$ cat src/hdl/epa_pkg.sv
`timescale 1ns / 1ps
// ----------------------------------------------------------------------------
// epa_pkg
// Shared widths, constants and stage records of the echo pulse altimeter.
// ----------------------------------------------------------------------------
package epa_pkg;

    localparam int CAP_W      = 16;   // capture count
    localparam int WID_W      = 14;   // accepted pulse width
    localparam int SUM_W      = WID_W + 1;
    localparam int ALT_W      = 16;
    localparam int VEL_W      = 16;

    // floor(x*272/125) as floor(x*ALT_RECIP >> ALT_SHIFT);
    // ALT_RECIP = 272 * ceil(2^31/125), exact for every 15-bit sum
    localparam int           ALT_SHIFT  = 31;
    localparam int           RECIP_W    = 33;
    localparam int           PROD_W     = SUM_W + RECIP_W;
    localparam int           ALT_FULL_W = PROD_W - ALT_SHIFT;
    localparam logic [RECIP_W-1:0] ALT_RECIP = 33'd4672924640;

    localparam logic [CAP_W-1:0] WRAP_BASE  = 16'hFFFF;
    localparam logic [WID_W-1:0] THRESH_RST = 14'd10000;
    localparam logic [ALT_W-1:0] ALT_MAX    = 16'hFFFF;

    // registered edge event
    typedef struct packed {
        logic             valid;
        logic             pin_level;
        logic [CAP_W-1:0] capture_count;
    } t_edge_evt;

    // after width measurement and rejection
    typedef struct packed {
        logic             valid;
        logic [WID_W-1:0] acc;
        logic             rej;
        logic [SUM_W-1:0] sum;
    } t_width_res;

    // after altitude scaling
    typedef struct packed {
        logic             valid;
        logic [WID_W-1:0] acc;
        logic             rej;
        logic [ALT_W-1:0] alt;
    } t_alt_res;

    // final result
    typedef struct packed {
        logic                    valid;
        logic [WID_W-1:0]        pulse_width;
        logic                    rejected;
        logic [ALT_W-1:0]        altitude;
        logic signed [VEL_W-1:0] velocity;
    } t_result;

endpackage

$ cat src/hdl/epa_ifs.sv
`timescale 1ns / 1ps
// ----------------------------------------------------------------------------
// epa_in_if / epa_out_if
// Valid/ready channels for edge events and measurement results.
// ----------------------------------------------------------------------------
interface epa_in_if;
    logic        valid;
    logic        ready;
    logic        pin_level;
    logic [15:0] capture_count;

    modport source (output valid, output pin_level, output capture_count, input ready);
    modport sink   (input valid, input pin_level, input capture_count, output ready);
endinterface

interface epa_out_if;
    logic               valid;
    logic               ready;
    logic [13:0]        pulse_width;
    logic               rejected;
    logic [15:0]        altitude;
    logic signed [15:0] velocity;

    modport source (output valid, output pulse_width, output rejected, output altitude,
                    output velocity, input ready);
    modport sink   (input valid, input pulse_width, input rejected, input altitude,
                    input velocity, output ready);
endinterface

$ cat src/hdl/echo_pulse_altimeter_unit.sv
`timescale 1ns / 1ps
// ----------------------------------------------------------------------------
// echo_pulse_altimeter_unit
// Ultrasonic echo pulse width ranging with outlier rejection.
// ----------------------------------------------------------------------------
// One edge event is taken per cycle while the output is not stalled. A
// falling edge's result passes from the input register, loaded by its
// transfer, through the width, altitude multiply and velocity stages, the
// last one into the output register; a rising edge yields no result. All
// stages advance together whenever the output register is empty or its
// result is being taken, so a stall at the output holds the whole pipeline
// and drops input ready. The reject threshold resets to 10000; the user must
// write it only while no event is in flight; the block does not enforce it.
module echo_pulse_altimeter_unit (
    input  logic                      i_clk,
    input  logic                      i_rst_n,
    input  logic                      i_cfg_we,
    input  logic [epa_pkg::WID_W-1:0] i_cfg_wdata,
    epa_in_if.sink                    i_in,
    epa_out_if.source                 o_out
);
    import epa_pkg::*;

    logic [WID_W-1:0] r_threshold;
    logic             adv;
    t_edge_evt        evt;
    t_width_res       width_res;
    t_alt_res         alt_res;
    t_result          result;

    // threshold register
    always_ff @(posedge i_clk) begin
        if (!i_rst_n) begin
            r_threshold <= THRESH_RST;
        end else if (i_cfg_we) begin
            r_threshold <= i_cfg_wdata;
        end
    end

    // pipeline advance
    assign adv        = !result.valid || o_out.ready;
    assign i_in.ready = adv;

    assign evt.valid         = i_in.valid;
    assign evt.pin_level     = i_in.pin_level;
    assign evt.capture_count = i_in.capture_count;

    epa_edge u_edge (
        .i_clk    (i_clk),
        .i_rst_n  (i_rst_n),
        .i_adv    (adv),
        .i_thresh (r_threshold),
        .i_evt    (evt),
        .o_res    (width_res)
    );

    epa_alt u_alt (
        .i_clk   (i_clk),
        .i_rst_n (i_rst_n),
        .i_adv   (adv),
        .i_res   (width_res),
        .o_res   (alt_res)
    );

    epa_vel u_vel (
        .i_clk   (i_clk),
        .i_rst_n (i_rst_n),
        .i_adv   (adv),
        .i_res   (alt_res),
        .o_res   (result)
    );

    assign o_out.valid       = result.valid;
    assign o_out.pulse_width = result.pulse_width;
    assign o_out.rejected    = result.rejected;
    assign o_out.altitude    = result.altitude;
    assign o_out.velocity    = result.velocity;

    // a waiting result holds until its transfer
    a_out_hold: assert property (@(posedge i_clk) disable iff (!i_rst_n)
        o_out.valid && !o_out.ready |=> o_out.valid && $stable(result))
        else $error("waiting result changed before transfer");

    // input ready follows the output side
    a_ready_follow: assert property (@(posedge i_clk) disable iff (!i_rst_n)
        i_in.ready == (!o_out.valid || o_out.ready))
        else $error("input ready out of step with output");

    // checks that threshold writes come only while the output is idle
    a_cfg_idle: assert property (@(posedge i_clk) disable iff (!i_rst_n)
        i_cfg_we |-> !o_out.valid)
        else $error("threshold written during measurement");

endmodule

$ cat src/hdl/epa_edge.sv
`timescale 1ns / 1ps
// ----------------------------------------------------------------------------
// epa_edge
// Input register, echo width measurement and outlier rejection.
// ----------------------------------------------------------------------------
module epa_edge (
    input  logic                       i_clk,
    input  logic                       i_rst_n,
    input  logic                       i_adv,
    input  logic [epa_pkg::WID_W-1:0]  i_thresh,
    input  epa_pkg::t_edge_evt         i_evt,
    output epa_pkg::t_width_res        o_res
);
    import epa_pkg::*;

    t_edge_evt        r_evt;
    t_width_res       r_res;
    t_width_res       n_res;
    logic [CAP_W-1:0] r_rise;
    logic [WID_W-1:0] r_last_good;
    logic [WID_W-1:0] r_prev_width;
    logic [CAP_W-1:0] width;
    logic             rej;
    logic [WID_W-1:0] acc;

    // width with the one-short wrap correction
    always_comb begin
        if (r_rise > r_evt.capture_count) begin
            width = WRAP_BASE - r_rise + r_evt.capture_count;
        end else begin
            width = r_evt.capture_count - r_rise;
        end
        rej = width > {{(CAP_W-WID_W){1'b0}}, i_thresh};
        acc = rej ? r_last_good : width[WID_W-1:0];
        n_res.valid = r_evt.valid && !r_evt.pin_level;
        n_res.acc   = acc;
        n_res.rej   = rej;
        n_res.sum   = {1'b0, acc} + {1'b0, r_prev_width};
    end

    // input register and stage output
    always_ff @(posedge i_clk) begin
        if (!i_rst_n) begin
            r_evt.valid <= 1'b0;
            r_res.valid <= 1'b0;
        end else if (i_adv) begin
            r_evt.valid <= i_evt.valid;
            r_res.valid <= n_res.valid;
        end
        if (i_adv) begin
            r_evt.pin_level     <= i_evt.pin_level;
            r_evt.capture_count <= i_evt.capture_count;
            r_res.acc           <= n_res.acc;
            r_res.rej           <= n_res.rej;
            r_res.sum           <= n_res.sum;
        end
    end

    // edge state: rise capture, last good and previous width
    always_ff @(posedge i_clk) begin
        if (!i_rst_n) begin
            r_rise       <= '0;
            r_last_good  <= '0;
            r_prev_width <= '0;
        end else if (i_adv && r_evt.valid) begin
            if (r_evt.pin_level) begin
                r_rise <= r_evt.capture_count;
            end else begin
                if (!rej) begin
                    r_last_good <= acc;
                end
                r_prev_width <= acc;
            end
        end
    end

    assign o_res = r_res;

    // the width just issued is always the current last good width
    a_acc_last_good: assert property (@(posedge i_clk) disable iff (!i_rst_n)
        r_res.valid |-> r_res.acc == r_last_good)
        else $error("issued width differs from last good width");

    // widths of consecutive falling edges chain through the sum
    a_prev_width: assert property (@(posedge i_clk) disable iff (!i_rst_n)
        r_res.valid |-> r_prev_width == r_res.acc)
        else $error("previous width not tracking issued width");

endmodule

$ cat src/hdl/epa_alt.sv
`timescale 1ns / 1ps
// ----------------------------------------------------------------------------
// epa_alt
// Altitude scaling: floor(sum*272/125) by reciprocal multiply, saturated.
// ----------------------------------------------------------------------------
module epa_alt (
    input  logic                 i_clk,
    input  logic                 i_rst_n,
    input  logic                 i_adv,
    input  epa_pkg::t_width_res  i_res,
    output epa_pkg::t_alt_res    o_res
);
    import epa_pkg::*;

    t_alt_res              r_res;
    logic [PROD_W-1:0]     prod;
    logic [ALT_FULL_W-1:0] alt_full;
    logic [ALT_W-1:0]      alt;

    // constant multiply, then clamp to 16 bits
    always_comb begin
        prod     = PROD_W'(i_res.sum) * PROD_W'(ALT_RECIP);
        alt_full = prod[PROD_W-1:ALT_SHIFT];
        if (alt_full > ALT_FULL_W'(ALT_MAX)) begin
            alt = ALT_MAX;
        end else begin
            alt = alt_full[ALT_W-1:0];
        end
    end

    always_ff @(posedge i_clk) begin
        if (!i_rst_n) begin
            r_res.valid <= 1'b0;
        end else if (i_adv) begin
            r_res.valid <= i_res.valid;
        end
        if (i_adv) begin
            r_res.acc <= i_res.acc;
            r_res.rej <= i_res.rej;
            r_res.alt <= alt;
        end
    end

    assign o_res = r_res;

    // a stalled pipeline holds this stage
    a_stall_hold: assert property (@(posedge i_clk) disable iff (!i_rst_n)
        !i_adv |=> $stable(r_res))
        else $error("altitude stage changed during stall");

endmodule

$ cat src/hdl/epa_vel.sv
`timescale 1ns / 1ps
// ----------------------------------------------------------------------------
// epa_vel
// Velocity term: two halved altitude differences averaged; result register.
// ----------------------------------------------------------------------------
module epa_vel (
    input  logic               i_clk,
    input  logic               i_rst_n,
    input  logic               i_adv,
    input  epa_pkg::t_alt_res  i_res,
    output epa_pkg::t_result   o_res
);
    import epa_pkg::*;

    t_result                 r_out;
    logic [ALT_W-1:0]        r_prev_alt;
    logic signed [VEL_W-1:0] r_prev_term;
    logic signed [ALT_W:0]   diff;
    logic signed [VEL_W-1:0] term;
    logic signed [VEL_W:0]   tsum;

    // arithmetic halving is a drop of the low bit
    always_comb begin
        diff = $signed({1'b0, i_res.alt}) - $signed({1'b0, r_prev_alt});
        term = diff[ALT_W:1];
        tsum = {term[VEL_W-1], term} + {r_prev_term[VEL_W-1], r_prev_term};
    end

    // result register
    always_ff @(posedge i_clk) begin
        if (!i_rst_n) begin
            r_out.valid <= 1'b0;
        end else if (i_adv) begin
            r_out.valid <= i_res.valid;
        end
        if (i_adv) begin
            r_out.pulse_width <= i_res.acc;
            r_out.rejected    <= i_res.rej;
            r_out.altitude    <= i_res.alt;
            r_out.velocity    <= tsum[VEL_W:1];
        end
    end

    // previous altitude and term
    always_ff @(posedge i_clk) begin
        if (!i_rst_n) begin
            r_prev_alt  <= '0;
            r_prev_term <= '0;
        end else if (i_adv && i_res.valid) begin
            r_prev_alt  <= i_res.alt;
            r_prev_term <= term;
        end
    end

    assign o_res = r_out;

    // the altitude on the output is the one the next difference uses
    a_prev_alt: assert property (@(posedge i_clk) disable iff (!i_rst_n)
        r_out.valid |-> r_prev_alt == r_out.altitude)
        else $error("previous altitude not tracking output");

endmodule
$ cat src/flat_wrapper.sv
// flat-port wrapper written by rule: the top's interface ports become plain ports
module echo_pulse_altimeter_unit_flat import epa_pkg::*;
  (i_clk, i_rst_n, i_cfg_we, i_cfg_wdata, i_in_valid, i_in_pin_level, i_in_capture_count, i_in_ready, o_out_valid, o_out_pulse_width, o_out_rejected, o_out_altitude, o_out_velocity, o_out_ready);
  epa_in_if i_in_i ();
  epa_out_if o_out_i ();
  input  logic i_clk;
  input  logic i_rst_n;
  input  logic i_cfg_we;
  input  logic [epa_pkg::WID_W-1:0] i_cfg_wdata;
  input wire logic [$bits(i_in_i.valid)-1:0] i_in_valid;
  input wire logic [$bits(i_in_i.pin_level)-1:0] i_in_pin_level;
  input wire logic [$bits(i_in_i.capture_count)-1:0] i_in_capture_count;
  output wire logic [$bits(i_in_i.ready)-1:0] i_in_ready;
  output wire logic [$bits(o_out_i.valid)-1:0] o_out_valid;
  output wire logic [$bits(o_out_i.pulse_width)-1:0] o_out_pulse_width;
  output wire logic [$bits(o_out_i.rejected)-1:0] o_out_rejected;
  output wire logic [$bits(o_out_i.altitude)-1:0] o_out_altitude;
  output wire logic [$bits(o_out_i.velocity)-1:0] o_out_velocity;
  input wire logic [$bits(o_out_i.ready)-1:0] o_out_ready;
  assign i_in_i.valid = i_in_valid;
  assign i_in_i.pin_level = i_in_pin_level;
  assign i_in_i.capture_count = i_in_capture_count;
  assign i_in_ready = i_in_i.ready;
  assign o_out_valid = o_out_i.valid;
  assign o_out_pulse_width = o_out_i.pulse_width;
  assign o_out_rejected = o_out_i.rejected;
  assign o_out_altitude = o_out_i.altitude;
  assign o_out_velocity = o_out_i.velocity;
  assign o_out_i.ready = o_out_ready;
  echo_pulse_altimeter_unit u_core (.i_clk(i_clk), .i_rst_n(i_rst_n), .i_cfg_we(i_cfg_we), .i_cfg_wdata(i_cfg_wdata), .i_in(i_in_i), .o_out(o_out_i));
endmodule
$ cat config.mk
export PLATFORM = sky130hd
export DESIGN_NAME = echo_pulse_altimeter_unit_flat
export DESIGN_NICKNAME = d
export VERILOG_FILES = /design/src/hdl/epa_pkg.sv /design/src/hdl/epa_ifs.sv /design/src/hdl/echo_pulse_altimeter_unit.sv /design/src/hdl/epa_edge.sv /design/src/hdl/epa_alt.sv /design/src/hdl/epa_vel.sv /design/src/flat_wrapper.sv
export SDC_FILE = /design/constraint.sdc
export NUM_CORES = 1
export LEC_CHECK = 0
export ABC_AREA = 1
export CORE_ASPECT_RATIO = 0.9
export CORE_UTILIZATION = 50
export DETAILED_ROUTE_END_ITERATION = 8
export DONT_BUFFER_PORTS = 1
export SLEW_MARGIN = 25
export SYNTH_ARGS = -nofsm -noshare
export SYNTH_HDL_FRONTEND = slang
export SYNTH_SLANG_ARGS = --single-unit
$ cat constraint.sdc
create_clock -name i_clk -period 9.59 [get_ports i_clk]
set_input_delay 0.4795 -clock i_clk [delete_from_list [all_inputs] [get_ports i_clk]]
set_output_delay 0.4795 -clock i_clk [all_outputs]
set_load 0.02 [all_outputs]
==> results of run 1 <==
-- layer usage --
layer | vias up | track usage [%]
met5 | - | 0
met4 | 0 | 4.471
met3 | 44 | 5.025
met2 | 341 | 35.96
met1 | 6724 | 38.36
li1 | 7174 | -
-- cells in the final DEF, fill, tap and decap left out, types with 4 or more instances in the layout --
cell / n
inv_1: 446
nand2_1: 432
ha_1: 247
a21oi_1: 169
nor2_1: 167
fa_1: 131
edfxtp_1: 125
o21ai_0: 118
dfxtp_1: 94
nand3_1: 83
xor2_1: 44
nand4_1: 31
clkbuf_16: 24
xnor2_1: 18
nor3_1: 17
a21o_1: 15
o21bai_1: 10
a21boi_0: 7
nand2_2: 5
nand3b_1: 5
inv_6: 5
clkinv_2: 5
a31oi_1: 4
o21a_1: 4
buf_4: 4
-- through the flow --
stage / area, sq um / worst slack [ns] / hold WS (ns) / util, % / std cells
2_1_floorplan: 18720 / 3.977 / 0.4003 / - / 2235
3_3_place_gp: 19190 / 3.393 / 0.4011 / 52.56 / 2680
3_5_place_dp: 19190 / 3.358 / 0.4045 / 52.56 / 2680
4_1_cts: 19960 / 3.327 / 0.01761 / 54.69 / 2722
5_1_grt: 19970 / 2.832 / 0.02049 / 54.71 / 2722
6_report: 19970 / 3.329 / 0.04249 / 54.71 / 2722
-- layout make-up --
class,instances,share of cell area [%]
sequential,219,28.22
timing repair buffer,4,0.1504
clock buffer,28,3.183
tap,476,2.983
multi-input combinational,1533,56.31
inverter,448,8.447
clock inverter,14,0.7081
-- worst paths after layout --
kind / cells past startpoint / end / slack [ns]
worst max-delay path: 22 / u_core.u_alt.o_res[6] / 3.33
worst min-delay path: 0 / u_core.u_edge.r_evt[0] / 0.04
worst max register to register: 22 / u_core.u_alt.o_res[6] / 3.33
worst min register to register: 0 / u_core.u_vel.o_res[46] / 0.42
-- kinds of logic after synthesis --
logic type,share of synthesized area [%]
and+or+nand+nor,16.78
buffers and inverters,9.880
adders and majority gates,30.52
DFF,30.11
xor gates and xnor gates,2.901
AOI/OAI and AO/OA,9.806
-- flip-flops by register name, summed over array words and instances, names as in the netlist --
| name | flops |
|---|---|
| u_core.u_edge.r_evt | 18 |
| u_core.u_edge.r_last_good | 14 |
| u_core.u_edge.o_res | 31 |
| u_core.u_vel.r_prev_alt | 16 |
| u_core.u_vel.r_prev_term | 16 |
| u_core.u_alt.o_res | 32 |
| u_core.u_edge.r_prev_width | 14 |
| u_core.u_vel.o_res | 48 |
| u_core.r_threshold | 14 |
| u_core.u_edge.r_rise | 16 |
==> out/qor.yml, run 1 <==
status:
  outcome: "finished clean"
sta:
  clock_skew_ns: 0.01173
  max_slew_margin_pct: 38.59
  fmax_mhz: 159.7
  finalHoldViolCount: 0
  min_period_ns: 6.261
  worst_pin_slew_ns: 0.9211
  drv_slew: 0
  finalSetupTns_ns: 0
  finalCritPeriodShare_pct: 65.28
  setup_violations: 0
  rsz0062_at_grt: "no"
worst_setup_path:
  cp_cell_sequence: "fa_1, fa_1, inv_1, fa_1, inv_1, fa_1, fa_1, inv_1, fa_1, inv_1, ha_1, nand2_1, nor2_1, nand2_1, nand2_1, nand2_1, nand2_1, nand4_1, nand3_1, nand2_1, nand2_1, o21ai_0"
  critical_path_class: "register to register"
  startpoint_type: "register"
  path_delay_family: "adder cells"
  worst-path-buf-inv: 4
  required_ns: 9.82
  cp-startpoint: "u_core.u_edge.o_res[13]"
  crit_arrival_ns: 6.49
  worst_path_largest_cell_delay_ns: 0.65
  worstPathMaxFanout: 16
  reg2reg_from: "u_core.u_edge.o_res[13]"
  worst_setup_path_end_kind: "register"
  cp_slowest_cell: "fa_1"
  cp_common_cell: "nand2_1"
routing:
  ant_nets: 0
  vias_per_cell: 5.247
  routed_wl_um: 46730
  first_pass_iters: 5
  drc_errors: 0
  wl_met3_um: 2948
  via_count: 14283
  wl_met2_um: 18880
  top_layer_used: "met4"
  wl_met1_um: 24150
  drt_iter0_drc: 956
  wl_per_cell_um: 17.17
flow_run:
  maxCapViolCount: 0
yosys:
  syn_area_sq_mm: 0.01872
  synthArstFlopShare_pct: 0
  syn_area_per_cell_sq_um: 8.375
  synth_seq_cells: 219
  synth.most_common_cell: "inv_1"
  synth_warnings: 0
  synthDistinctLibCells: 40
  synth_edf_count: 125
  ys.flop_type: "edfxtp_1"
  synth_top_area_share_pct: 20.05
  ys_seq_area_share_pct: 30.11
  ys_top_cells_by_count: "inv_1 (448), nand2_1 (432), ha_1 (247)"
  synth_top_area_cell: "edfxtp_1"
  synth_fp_nets: 2649
  synth_area_leaders: "edfxtp_1 (20%), ha_1 (17%), fa_1 (14%)"
  syn_inst: 2235
clock_network:
  cts.reportedPaths.clkPinSlew_ns: 0.07
  ctsLongestPathBuffers: 3
  cts_sinks: 219
  numCtsBuffers: 23
  ctsRootBufferMaster: "clkbuf_16"
  cts_setup_buffers: 0
  hold_buffers: 0
  tritoncts: "built"
  cts-htree-levels: 1
  cts_resized: 0
  clk-insertion-delay-late_ns: 0.53
cells_and_area:
  area_delta_synth_final_pct: 6.678
  layout.area.seq_sq_mm: 0.005635
  nets: 2643
  multiInputGateArea_sq_mm: 0.01124
  drive_gt1_share_pct: 2.805
  diodes: 0
  fillCellCount: 3446
global_route:
  grt_first_pass_wirelength_um: 73730
  grt_max_degree: 75
  grt_pass1_vias: 13689
  overflow: 0
  antenna_found_initial: 0
  grtUsageTotal_pct: 24.93
die:
  fp-row-count: 66
  die_area_sq_mm: 0.03822
  core_area_sq_mm: 0.03650
  die_h_um: 185.6
  die_w_um: 206.0
  num_io_pins: 85
  initial_core_util_pct: 51.28
min_path:
  hold_class: "primary input to register"
  min_from: "i_in_capture_count[0]"
placement:
  place.gp.congestion: 0.9732
  hpwl_um: 38220
  portBuffers: 0
Power of run 1 is left out: the tool's default activity adds up to more than one toggle a clock period on the data nets, which glitch-free logic cannot reach.
==> inputs of run 2 (changes only) <==
PLACE_DENSITY = 0.68   (was not set)
clock period = 5.2 ns   (was 9.59 ns; I/O delays follow)
==> run 2 against run 1 <==
Against the previous run:
- register-to-register slack got worse by 3.6 ns
- first-iteration DRC count fell by 0.63%
- design area increased by 12%
- the run now ends with setup timing left
==> out/qor.yml, run 2 (synthesis gave the netlist of run 1 again) <==
placement:
  portBuffers: 0  # unchanged
  placedCellCount: 2873  # was 2680
  place.gp.congestion: 0.9531  # was 0.9732
  hpwl_um: 39850  # was 38220 um
routing:
  routed_wl_um: 49240  # was 46730 um
  drt_iter0_drc: 950  # was 956
  drc_errors: 0  # unchanged
  ant_nets: 0  # unchanged
  wl_per_cell_um: 16.59  # was 17.17 um
  via_count: 15239  # was 14.28k
  first_pass_iters: 7  # was 5
  vias_per_cell: 5.136  # was 5.247
sta:
  finalWorstSetupSlack_ns: -0.2481  # was 3.329 ns
  max_slew_margin_pct: 38.82  # was 38.59%
  clock_skew_ns: 0.01231  # was 0.01173 ns
  min_period_ns: 5.448  # was 6.261 ns
  drv_slew: 0  # unchanged
  worst_hold_slack_ns: 0.03628  # was 0.04249 ns
  fmax_mhz: 183.6  # was 159.7 MHz
  finalHoldViolCount: 0  # unchanged
  finalCritPeriodShare_pct: 104.8  # was 65.28%
  setup_violations: 16  # was 0
  rsz0062_at_grt: "yes"  # was no
  worst_pin_slew_ns: 0.9176  # was 0.9211 ns
  finalSetupTns_ns: -3.318  # was 0 ns
cells_and_area:
  instances_no_fill: 2967  # was 2722
  largest_reg_flops: 48  # unchanged
  post-route-util_pct: 61.26  # was 54.71%
  drive_gt1_share_pct: 14.77  # was 2.805%
  fillCellCount: 3163  # was 3446
  layout_commonest_cell: "inv_1"  # unchanged
  area_delta_synth_final_pct: 19.46  # was 6.678%
  nets: 2887  # was 2643
  diodes: 0  # unchanged
  final_cell_mix: "inv_1 (435), nand2_1 (410), ha_1 (223)"  # was inv_1 (446), nand2_1 (432), ha_1 (247)
worst_setup_path:
  worstPathMaxFanout: 4  # was 16
  reg2reg_depth: 22  # unchanged
  required_ns: 5.49  # was 9.82 ns
  worst_setup_path_end_kind: "register"  # unchanged
  startpoint_type: "register"  # unchanged
  critical_path_class: "register to register"  # unchanged
  cp_cell_sequence: "fa_2, buf_6, xor2_2, ha_1, inv_1, fa_1, fa_1, inv_2, fa_1, inv_2, fa_1, inv_2, ha_4, nand2_2, o21ai_1, a21oi_4, buf_4, nor2_1, nor2_1, o211ai_1, xnor2_1, nand2_1"  # was fa_1, fa_1, inv_1, fa_1, inv_1, fa_1, fa_1, inv_1, fa_1, inv_1, ha_1, nand2_1, nor2_1, nand2_1, nand2_1, nand2_1, nand2_1, nand4_1, nand3_1, nand2_1, nand2_1, o21ai_0
  cp_common_cell: "fa_1"  # was nand2_1
  cp_slowest_cell: "fa_2"  # was fa_1
  crit_cells: 22  # unchanged
  path_delay_family: "adder cells"  # unchanged
  worst_path_largest_cell_delay_ns: 0.67  # was 0.65 ns
  worst-path-buf-inv: 6  # was 4
  crit_arrival_ns: 5.74  # was 6.49 ns
global_route:
  grtUsageTotal_pct: 26.11  # was 24.93%
  antenna_found_initial: 1  # was 0
  grt_pass1_vias: 15098  # was 13.69k
  overflow: 0  # unchanged
  grt_max_degree: 70  # was 75
  grt_first_pass_wirelength_um: 78000  # was 73730 um
die:
  core_area_sq_mm: 0.03650  # unchanged
  die_h_um: 185.6  # unchanged
  die_w_um: 206.0  # unchanged
  fp-row-count: 66  # unchanged
  initial_core_util_pct: 51.28  # unchanged
  num_io_pins: 85  # unchanged
  die_area_sq_mm: 0.03822  # unchanged
status:
  outcome: "finished with violations"  # was finished clean
  violations: "setup timing"
min_path:
  holdPathStages: 2  # was 0
  hold_class: "primary input to register"  # unchanged
clock_network:
  numCtsBuffers: 24  # was 23
  ctsRootBufferMaster: "clkbuf_16"  # unchanged
  ctsLongestPathBuffers: 3  # unchanged
  cts_sinks: 219  # unchanged
  cts-htree-levels: 1  # unchanged
  cts.reportedPaths.clkPinSlew_ns: 0.07  # about the same
  tritoncts: "built"  # unchanged
  clk-insertion-delay-late_ns: 0.53  # about the same
flow_run:
  maxCapViolCount: 0  # unchanged
run 2: cell count changes in the layout (fill, tap and decap cells not counted), moves of 12 or more:
| cell | previous run | this run |
|---|---|---|
| buf_4 | 4 | 208 |
| dlygate4sd3_1 | 0 | 32 |
| ha_1 | 247 | 223 |
| nand2_1 | 432 | 410 |
| nand2_2 | 5 | 24 |
| ha_4 | 0 | 14 |
| nor2_1 | 167 | 154 |
| a21oi_1 | 169 | 157 |
| o21ai_0 | 118 | 106 |
run 2: worst paths after layout:
path                                start                      to  slack (ns)
hold / removal            i_cfg_wdata[11]  u_core.r_threshold[11]        0.04
hold reg to reg   u_core.u_edge.o_res[18]  u_core.u_alt.o_res[19]        0.42
setup reg to reg  u_core.u_edge.o_res[13]  u_core.u_alt.o_res[15]       -0.25
setup / recovery  u_core.u_edge.o_res[13]  u_core.u_alt.o_res[15]       -0.25
run 2: through the flow:
step,area (sq um),worst slack [ns]
floorplan,18790,-0.02409
finish,22360,-0.2481
CTS,22020,-0.2570
global route,22360,-0.5141
global placement,20710,-0.3349
detailed placement,20710,-0.3699
run 2: worst register-to-register path, stage by stage, from the launching register on:
cell and delay, ns:
edfxtp_1 0.42, fa_2 0.67, buf_6 0.12, xor2_2 0.15, ha_1 0.25, inv_1 0.07, fa_1 0.42, fa_1 0.50
inv_2 0.04, fa_1 0.56, inv_2 0.05, fa_1 0.49, inv_2 0.05, ha_4 0.30, nand2_2 0.09, o21ai_1 0.25
a21oi_4 0.07, buf_4 0.15, nor2_1 0.08, nor2_1 0.05, o211ai_1 0.21, xnor2_1 0.16, nand2_1 0.07
run 2: layer usage:
metal	track usage [%]	vias up	part of all wire [%]
met5	0	-	0.022
met4	5.471	2	1.7
met3	4.429	64	6.0
met2	41.92	390	45
met1	36.85	7110	47
li1	-	7673	-
run 2: final cells by class:
class | count | area (sq um) | share of cell area (%)
multi-input cells | 1533 | 11700 | 52.34
flip-flops and latches | 219 | 5635 | 25.20
repair buffers | 247 | 1992 | 8.908
inverters | 448 | 1687 | 7.543
clock buffers | 34 | 669.4 | 2.994
well taps | 476 | 595.6 | 2.664
clock inverters | 10 | 78.83 | 0.3525
run 2: timing repair:
item	CTS	global route
hold buffers	33	0
hold endpoints to repair	78	0
endpoints found under the setup margin	19	24
resized for setup	39	72
cloned	0	1
pin swaps	22	22
setup buffers	10	6
Power of run 2 is left out for the same reason.
